<file path="config.mk">
export PLATFORM = sky130hd
export DESIGN_NAME = quantum_round_robin_scheduler_core_flat
export DESIGN_NICKNAME = d
export VERILOG_FILES = /design/src/rtl/qrrs_pkg.sv /design/src/rtl/qrrs_if.sv /design/src/rtl/quantum_round_robin_scheduler_core.sv /design/src/flat_wrapper.sv
export SDC_FILE = /design/constraint.sdc
export NUM_CORES = 2
export LEC_CHECK = 0
export BUFFER_PORTS_ARGS = -buffer_cell sky130_fd_sc_hd__buf_2
export CORE_UTILIZATION = 60
export CTS_BUF_LIST = sky130_fd_sc_hd__clkbuf_8
export DETAILED_ROUTE_END_ITERATION = 8
export HOLD_SLACK_MARGIN = 0.02
export PLACE_DENSITY_LB_ADDON = 0.1
export SLEW_MARGIN = 30
export SYNTH_ARGS = -nofsm -noshare
export SYNTH_HDL_FRONTEND = slang
export SYNTH_SLANG_ARGS = --single-unit
</file>
<file path="constraint.sdc">
create_clock -name clk -period 8.9 [get_ports clk]
set_input_delay 0 -clock clk [delete_from_list [all_inputs] [get_ports clk]]
set_output_delay 0 -clock clk [all_outputs]
set_load 0.02 [all_outputs]
</file>
<file path="src/rtl/qrrs_pkg.sv">
// package for the quantum round robin scheduler
// holds widths, item kinds and thread states; no dependencies
`timescale 1ns / 1ps
`default_nettype none
package qrrs_pkg;
    localparam int unsigned THREAD_COUNT_DEF = 32;
    localparam logic [31:0] QUANTUM_RESET = 32'd50000;
    localparam int unsigned TID_W = 5;

    typedef enum logic [1:0] {
        KIND_SCHED   = 2'd0,
        KIND_READY   = 2'd1,
        KIND_EXPIRED = 2'd2,
        KIND_NONE    = 2'd3
    } kind_t;

    localparam logic [1:0] ST_RUNNING = 2'd0;
    localparam logic [1:0] ST_READY   = 2'd1;
    localparam logic [1:0] ST_WAITING = 2'd2;
    localparam logic [1:0] ST_ZOMBIE  = 2'd3;

    typedef struct packed {
        logic [1:0]  kind;
        logic [4:0]  thread_id;
        logic [63:0] now;
        logic [1:0]  current_state;
    } in_item_t;

    typedef struct packed {
        logic [4:0]  next_thread;
        logic        next_is_idle;
        logic [63:0] outgoing_cpu_time;
        logic        quantum_exhausted;
        logic        queue_error;
    } out_item_t;
endpackage
`default_nettype wire

</file>
<file path="src/rtl/qrrs_if.sv">
// valid/ready channel interface carrying one scheduler transaction payload
// depends on qrrs_pkg
`timescale 1ns / 1ps
`default_nettype none
interface qrrs_in_if;
    logic valid;
    logic ready;
    qrrs_pkg::in_item_t data;
    modport source (output valid, output data, input ready);
    modport sink (input valid, input data, output ready);
endinterface

interface qrrs_out_if;
    logic valid;
    logic ready;
    qrrs_pkg::out_item_t data;
    modport source (output valid, output data, input ready);
    modport sink (input valid, input data, output ready);
endinterface
`default_nettype wire

</file>
<file path="src/rtl/quantum_round_robin_scheduler_core.sv">
// Make items go S_READ, S_OUT; schedule items go S_READ, S_CHARGE, S_QUANT (for a
// thread outgoing; S_CHARGE alone if idle, neither if none), S_PICK, S_POP, S_OUT;
// the next transaction is accepted in the cycle after the result is taken; the
// shared 64-bit adder/subtractor and the thread tables set the sequence length.
// Reset: asynchronous, queues empty, no current thread, quantum 50000;
// quantum and cpu tables use valid bits (unwritten entries read as 50000 and zero).
`timescale 1ns / 1ps
`default_nettype none
module quantum_round_robin_scheduler_core #(
    parameter int unsigned THREAD_COUNT = qrrs_pkg::THREAD_COUNT_DEF
) (
    input  wire         clk,
    input  wire         rst_n,
    qrrs_in_if.sink     in_ch,
    qrrs_out_if.source  out_ch,
    input  wire         cfg_we,
    input  wire [31:0]  cfg_wdata
);
    localparam int unsigned IW = (THREAD_COUNT > 1) ? $clog2(THREAD_COUNT) : 1;
    localparam int unsigned CW = $clog2(THREAD_COUNT + 1);
    localparam int unsigned TW = $clog2(THREAD_COUNT + 1);

    typedef enum logic [2:0] {
        S_IDLE, S_READ, S_CHARGE, S_QUANT, S_PICK, S_POP, S_OUT
    } state_t;

    state_t state_reg;
    logic [31:0] qlen_reg;
    qrrs_pkg::in_item_t item_reg;
    qrrs_pkg::out_item_t res_reg;

    // queue slot memories and pointers
    logic [qrrs_pkg::TID_W-1:0] slots_a [THREAD_COUNT];
    logic [qrrs_pkg::TID_W-1:0] slots_b [THREAD_COUNT];
    logic [IW-1:0] head_reg [2];
    logic [IW-1:0] tail_reg [2];
    logic [CW-1:0] cnt_reg [2];
    logic ready_is_b_reg;

    // thread tables
    logic [31:0] quant_mem [THREAD_COUNT];
    logic [THREAD_COUNT-1:0] qv_reg;
    logic [63:0] cpu_mem [THREAD_COUNT+1];
    logic [THREAD_COUNT:0] cv_reg;
    logic [31:0] quant_rd_reg;
    logic [63:0] cpu_rd_reg;

    logic cur_valid_reg, cur_idle_reg;
    logic [IW-1:0] cur_id_reg;
    logic [63:0] start_reg;
    logic [63:0] runtime_reg;
    logic [63:0] alu_a, alu_b, alu_sum;
    logic alu_sub;
    logic [TW-1:0] idx;
    logic tid_ok;
    logic [qrrs_pkg::TID_W-1:0] pop_rd;

    assign idx = cur_idle_reg ? TW'(THREAD_COUNT) : TW'(cur_id_reg);
    assign tid_ok = (32'(item_reg.thread_id) < THREAD_COUNT);
    assign in_ch.ready = (state_reg == S_IDLE);
    assign out_ch.valid = (state_reg == S_OUT);
    assign out_ch.data = res_reg;

    // shared 64-bit adder/subtractor
    always_comb
    begin
        alu_a = 64'd0;
        alu_b = 64'd0;
        alu_sub = 1'b0;
        case (state_reg)
            S_READ:
            begin
                alu_a = item_reg.now;
                alu_b = start_reg;
                alu_sub = 1'b1;
            end
            S_CHARGE:
            begin
                alu_a = cpu_rd_reg;
                alu_b = runtime_reg;
            end
            S_QUANT:
            begin
                alu_a = {32'd0, quant_rd_reg};
                alu_b = runtime_reg;
                alu_sub = 1'b1;
            end
            default:
            begin
                alu_a = 64'd0;
            end
        endcase
        alu_sum = alu_sub ? (alu_a - alu_b) : (alu_a + alu_b);
    end

    assign pop_rd = ready_is_b_reg ? slots_b[head_reg[1]] : slots_a[head_reg[0]];

    // sequencer
    always_ff @(posedge clk or negedge rst_n)
    begin
        logic q;
        logic full;
        if (!rst_n)
        begin
            state_reg <= S_IDLE;
            qlen_reg <= qrrs_pkg::QUANTUM_RESET;
            head_reg[0] <= '0; head_reg[1] <= '0;
            tail_reg[0] <= '0; tail_reg[1] <= '0;
            cnt_reg[0] <= '0; cnt_reg[1] <= '0;
            ready_is_b_reg <= 1'b0;
            qv_reg <= '0;
            cv_reg <= '0;
            cur_valid_reg <= 1'b0;
            cur_idle_reg <= 1'b0;
            cur_id_reg <= '0;
            start_reg <= '0;
        end
        else
        begin
            q = 1'b0;
            full = 1'b0;
            if (cfg_we)
                qlen_reg <= cfg_wdata;
            case (state_reg)
                S_IDLE:
                begin
                    if (in_ch.valid)
                    begin
                        item_reg <= in_ch.data;
                        res_reg <= '0;
                        state_reg <= S_READ;
                    end
                end
                S_READ:
                begin
                    runtime_reg <= alu_sum;
                    cpu_rd_reg <= cv_reg[idx] ? cpu_mem[idx] : 64'd0;
                    quant_rd_reg <= qv_reg[cur_id_reg] ? quant_mem[cur_id_reg]
                                    : qrrs_pkg::QUANTUM_RESET;
                    state_reg <= S_OUT;
                    if (item_reg.kind == qrrs_pkg::KIND_READY ||
                        item_reg.kind == qrrs_pkg::KIND_EXPIRED)
                    begin
                        if (tid_ok)
                        begin
                            q = (item_reg.kind == qrrs_pkg::KIND_EXPIRED) ^ ready_is_b_reg;
                            if (item_reg.kind == qrrs_pkg::KIND_EXPIRED)
                            begin
                                quant_mem[IW'(item_reg.thread_id)] <= qlen_reg;
                                qv_reg[IW'(item_reg.thread_id)] <= 1'b1;
                            end
                            full = (32'(cnt_reg[q]) >= THREAD_COUNT);
                            res_reg.queue_error <= full;
                            if (!full)
                            begin
                                if (q) slots_b[tail_reg[1]] <= item_reg.thread_id;
                                else slots_a[tail_reg[0]] <= item_reg.thread_id;
                                tail_reg[q] <= (32'(tail_reg[q]) + 1 >= THREAD_COUNT) ? '0
                                               : tail_reg[q] + 1'b1;
                                cnt_reg[q] <= cnt_reg[q] + 1'b1;
                            end
                        end
                    end
                    else if (item_reg.kind == qrrs_pkg::KIND_SCHED)
                        state_reg <= cur_valid_reg ? S_CHARGE : S_PICK;
                end
                S_CHARGE:
                begin
                    cpu_mem[idx] <= alu_sum;
                    cv_reg[idx] <= 1'b1;
                    res_reg.outgoing_cpu_time <= alu_sum;
                    state_reg <= cur_idle_reg ? S_PICK : S_QUANT;
                end
                S_QUANT:
                begin
                    state_reg <= S_PICK;
                    if (item_reg.current_state == qrrs_pkg::ST_RUNNING)
                    begin
                        qv_reg[cur_id_reg] <= 1'b1;
                        if (runtime_reg >= {32'd0, quant_rd_reg})
                        begin
                            quant_mem[cur_id_reg] <= qlen_reg;
                            q = ~ready_is_b_reg;
                        end
                        else
                        begin
                            quant_mem[cur_id_reg] <= alu_sum[31:0];
                            q = ready_is_b_reg;
                        end
                        full = (32'(cnt_reg[q]) >= THREAD_COUNT);
                        res_reg.queue_error <= full;
                        if (!full)
                        begin
                            if (q) slots_b[tail_reg[1]] <= qrrs_pkg::TID_W'(cur_id_reg);
                            else slots_a[tail_reg[0]] <= qrrs_pkg::TID_W'(cur_id_reg);
                            tail_reg[q] <= (32'(tail_reg[q]) + 1 >= THREAD_COUNT) ? '0
                                           : tail_reg[q] + 1'b1;
                            cnt_reg[q] <= cnt_reg[q] + 1'b1;
                        end
                    end
                    else if (item_reg.current_state == qrrs_pkg::ST_WAITING)
                    begin
                        qv_reg[cur_id_reg] <= 1'b1;
                        if (runtime_reg >= {32'd0, quant_rd_reg})
                        begin
                            quant_mem[cur_id_reg] <= 32'd0;
                            res_reg.quantum_exhausted <= 1'b1;
                        end
                        else
                            quant_mem[cur_id_reg] <= alu_sum[31:0];
                    end
                end
                S_PICK:
                begin
                    if (cnt_reg[ready_is_b_reg] == '0)
                        ready_is_b_reg <= ~ready_is_b_reg;
                    state_reg <= S_POP;
                end
                S_POP:
                begin
                    cur_valid_reg <= 1'b1;
                    start_reg <= item_reg.now;
                    if (cnt_reg[ready_is_b_reg] != '0)
                    begin
                        cur_id_reg <= IW'(pop_rd);
                        cur_idle_reg <= 1'b0;
                        res_reg.next_thread <= pop_rd;
                        head_reg[ready_is_b_reg] <=
                            (32'(head_reg[ready_is_b_reg]) + 1 >= THREAD_COUNT) ? '0
                            : head_reg[ready_is_b_reg] + 1'b1;
                        cnt_reg[ready_is_b_reg] <= cnt_reg[ready_is_b_reg] - 1'b1;
                    end
                    else
                    begin
                        cur_id_reg <= '0;
                        cur_idle_reg <= 1'b1;
                        res_reg.next_is_idle <= 1'b1;
                    end
                    state_reg <= S_OUT;
                end
                S_OUT:
                begin
                    if (out_ch.ready)
                        state_reg <= S_IDLE;
                end
                default:
                begin
                    state_reg <= S_IDLE;
                end
            endcase
        end
    end

    // queue counts never exceed depth
    a_cnt0: assert property (@(posedge clk) disable iff (!rst_n)
        32'(cnt_reg[0]) <= THREAD_COUNT) else $error("queue 0 overfilled");
    a_cnt1: assert property (@(posedge clk) disable iff (!rst_n)
        32'(cnt_reg[1]) <= THREAD_COUNT) else $error("queue 1 overfilled");
    // idle result carries thread zero
    a_idle: assert property (@(posedge clk) disable iff (!rst_n)
        out_ch.valid && res_reg.next_is_idle |-> res_reg.next_thread == '0)
        else $error("idle with thread number");
    // a pop leaves the current thread valid
    a_cur: assert property (@(posedge clk) disable iff (!rst_n)
        state_reg == S_POP |=> cur_valid_reg) else $error("current lost");
endmodule
`default_nettype wire

</file>
<file path="src/flat_wrapper.sv">
// flat-port wrapper written by rule: the top's interface ports become plain ports
module quantum_round_robin_scheduler_core_flat 
#(
    parameter int unsigned THREAD_COUNT = qrrs_pkg::THREAD_COUNT_DEF
)
  (clk, rst_n, cfg_we, cfg_wdata, in_ch_valid, in_ch_data, in_ch_ready, out_ch_valid, out_ch_data, out_ch_ready);
  qrrs_in_if in_ch_i ();
  qrrs_out_if out_ch_i ();
  input  wire clk;
  input  wire rst_n;
  input  wire cfg_we;
  input  wire [31:0] cfg_wdata;
  input wire logic [$bits(in_ch_i.valid)-1:0] in_ch_valid;
  input wire logic [$bits(in_ch_i.data)-1:0] in_ch_data;
  output wire logic [$bits(in_ch_i.ready)-1:0] in_ch_ready;
  output wire logic [$bits(out_ch_i.valid)-1:0] out_ch_valid;
  output wire logic [$bits(out_ch_i.data)-1:0] out_ch_data;
  input wire logic [$bits(out_ch_i.ready)-1:0] out_ch_ready;
  assign in_ch_i.valid = in_ch_valid;
  assign in_ch_i.data = in_ch_data;
  assign in_ch_ready = in_ch_i.ready;
  assign out_ch_valid = out_ch_i.valid;
  assign out_ch_data = out_ch_i.data;
  assign out_ch_i.ready = out_ch_ready;
  quantum_round_robin_scheduler_core #(.THREAD_COUNT(THREAD_COUNT)) u_core (.clk(clk), .rst_n(rst_n), .in_ch(in_ch_i), .out_ch(out_ch_i), .cfg_we(cfg_we), .cfg_wdata(cfg_wdata));
endmodule
</file>
==> results.py <==
metrics = {
    "status": {
        "outcome": "completed",
    },
    "yosys": {
        "synth-seq-cells": 3965,
        "synth_top_area_share_pct": 70.1,
        "synth_top_cell_by_area": "edfxtp_1",
        "synth_area_leaders": "edfxtp_1, mux4_2, dfrtp_1",
        "netlist_area_um2": 161000,
        "yosysMostFrequentCell": "edfxtp_1",
        "synthTopCellsByCount": "edfxtp_1, nand2_1, a21oi_1",
        "synth_ff_type": "edfxtp_1",
        "ys_seq_area_share_pct": 73.3,
        "synth_nets": 10200,
        "synth.distinct_cells": 105,
        "syn_inst": 10000,
        "async_reset_ff_share_pct": 5.15,
        "synth_edf_count": 3761,
        "yosys_warnings": 0,
        "syn_area_per_cell_um2": 16.1,
    },
    "clocking": {
        "cts_max_path_buffers": 4,
        "cts_tree": "done",
        "post_cts_resized": 0,
        "cts_setup_buffers": 0,
        "cts_root_buffer": "clkbuf_8",
        "ctsHtreeMaxLevel": 6,
        "clk_pin_slew_worst_paths_ns": 0.07,
        "cts_hold_buf": 284,
        "cts_sinks": 3965,
        "insertion_delay_ns": 1.22,
        "cts_buffers": 624,
    },
    "critical_path": {
        "cp_data_required_time_ns": 9.72,
        "worstRegToRegCells": 18,
        "end_kind": "flip-flop",
        "cp_slowest_cell": "dfrtp_4",
        "cp_max_fo": 74,
        "cp_top_family": "simple AND/OR/NAND/NOR gates",
        "path_buf_inv": 2,
        "critPathKind": "flip-flop to flip-flop",
        "critPathMaxStageDelay_ns": 0.77,
        "cp-start-kind": "flip-flop",
        "critPathArrivalTime_ns": 8.25,
        "crit_chain": "buf_4, nand3b_1, a41oi_1, nor3_1, nand4_1, or3_4, a21oi_1, o32a_1, nand2_1, ha_1, inv_1, nor3_1, nand2_1, nor4_1, a211o_1, a31oi_4, o31ai_1, xor2_4",
        "cp_num_cells": 18,
    },
    "power_and_ir_drop": {
        "power_density_nw_per_um2": 381,
        "p_leak_nw": 61.5,
        "ir_drop_mv": 0.539,
        "power_mw": 69.5,
    },
    "cells_and_area": {
        "finalInstanceArea_um2": 182000,
        "largest_reg_flops": 2112,
        "top_register": "u_core.cpu_mem",
        "drive_above_1_share_pct": 18.8,
        "syn_to_final_growth_pct": 13.3,
        "largestRegisters": "u_core.cpu_mem: 2112 flops, u_core.quant_mem: 1024 flops",
        "nFillCells": 17600,
        "nNetsFinal": 11000,
    },
    "global_routing": {
        "grt_overflow_total": 0,
        "grt_pass1_wl_mm": 719,
        "grt_pass1_vias": 97400,
        "antenna_found_initial": 31,
        "grt_usage_pct": 37.8,
        "grt_max_degree": 128,
    },
    "timing": {
        "worstMarginPinSlew_ns": 1.09,
        "hold_viol_final": 0,
        "finalCritPeriodShare_pct": 83.5,
        "rsz0062_at_grt": "false",
        "clock.fmax_ghz": 0.135,
        "fin_skew_ns": 0.0910,
        "slew_headroom_pct": 27.1,
        "setup_slack_ns": 1.47,
        "report.final.slew_viol_count": 0,
        "layout_min_cycle_time_ns": 7.43,
        "setup_viol": 0,
        "setup_tns_ns": 0,
    },
    "placed_design": {
        "place_congestion": 0.939,
        "hpwl_mm": 290,
        "pre_cts_ws_ns": 1.70,
        "io_buffers": 183,
        "placed_cell_area_um2": 168000,
    },
    "routing": {
        "wl_mm": 515,
        "route.vias.total": 102000,
        "vias_per_cell": 6.88,
        "drt_pass1_iterations": 9,
        "avgRoutedWirePerCell_um": 34.7,
        "ant_nets": 0,
        "drtIter0Drc": 17000,
        "drcViolationCount": 0,
    },
    "floorplanning": {
        "die_y_um": 520,
        "rows": 189,
        "die_w_um": 520,
        "start_util_pct": 60.5,
        "coreArea_um2": 266000,
        "io_pins": 184,
        "dieArea_um2": 271000,
    },
    "hold_path": {
        "min_path_type": "input port to flip-flop",
        "whs_path_depth": 3,
    },
    "job": {
        "drv_cap": 0,
    },
}
[cell usage in the layout (no fill, tap or decap), types with 42 or more instances in the layout]
master         instances
edfxtp_1            3761
nand2_1             1154
a21oi_1              699
clkbuf_8             638
mux4_2               426
nor2_1               383
mux2i_1              309
dlygate4sd3_1        284
inv_1                282
buf_4                269
o21ai_0              200
dfrtp_1              187
buf_2                181
a22oi_1              166
mux2_2               156
clkinv_1             134
o22ai_1              130
ha_1                 105
a211oi_1             100
a31oi_1               80
nand3_1               77
a22o_1                76
a21o_1                76
nor3_1                70
and2_1                70
nor2b_1               68
nor2_4                68
clkinv_2              64
a221oi_1              62
a311oi_1              61
nand3b_1              54
o21bai_1              42
[where the power goes]
part,switching (mW),leakage (nW),internal (mW)
Sequential,0.759,36.6,27.5
Clock,7.28,6.51,6.93
Combinational,20.3,18.3,6.68
[stage by stage]
stage | hold slack [ns] | std cells | util, %
final | 0.0851 | 14800 | 68.6
after global routing | 0.115 | 14800 | 68.6
after CTS | 0.0202 | 14800 | 68.5
after detailed placement | -0.0147 | 13400 | 63.2
after global placement | -0.0281 | 13400 | 63.0
after floorplan | -0.296 | 10000 | -
[final cells by class]
class / instances / area, µm² / share of cell area, %
timing repair buffer: 783 / 6810 / 3.73
inverter: 83 / 314 / 0.172
sequential: 3965 / 118000 / 64.7
multi-input combinational: 5340 / 41600 / 22.8
clock buffer: 638 / 8780 / 4.81
antenna: 9 / 22.5 / 0.0123
tap: 3533 / 4420 / 2.42
clock inverter: 466 / 2440 / 1.34
[cells by family (layout without fill, tap and decap cells)]
family	Yosys count	count (layout)	synth area share (%)
XOR/XNOR	127	127	0.695
adder cells (fa/ha/maj)	106	106	0.828
multiplexers	891	891	8.97
AND/OR/NAND/NOR	2154	2154	5.86
other	0	9	0
AO/OA/AOI/OAI	2062	2062	8.53
buffers and inverters	724	1970	1.83
flip-flops	3965	3965	73.3
[worst paths after layout]
kind | start | to | slack [ns]
max in group asynchronous | rst_n | u_core.cur_id_reg[1]$_DFFE_PN0P_ | 7.07
min reg2reg | u_core.qv_reg[15]$_DFFE_PN0P_ | u_core.qv_reg[15]$_DFFE_PN0P_ | 0.45
max reg2reg | u_core.state_reg[1]$_DFFE_PN0P_ | u_core.runtime_reg[58]$_DFFE_PP_ | 1.47
max | u_core.state_reg[1]$_DFFE_PN0P_ | u_core.runtime_reg[58]$_DFFE_PP_ | 1.47
min | in_ch_data[63] | u_core.item_reg[63]$_DFFE_PP_ | 0.09
min in group asynchronous | rst_n | u_core.start_reg[55]$_DFFE_PN0P_ | 0.63
[tightest hold or removal path, delay by kind of cell]
kind	cells	cell delay (ns)
buffers and inverters	3	1.14
[per-layer routing]
layer	vias to the layer above	GRT usage [%]	wire (µm)
met5	-	0	51
met4	10	13.6	20100
li1	41100	-	-
met3	1169	9.76	75100
met2	7993	53.9	221000
met1	51700	56.7	199000
Note: power is estimated with default switching activity, not from simulation.
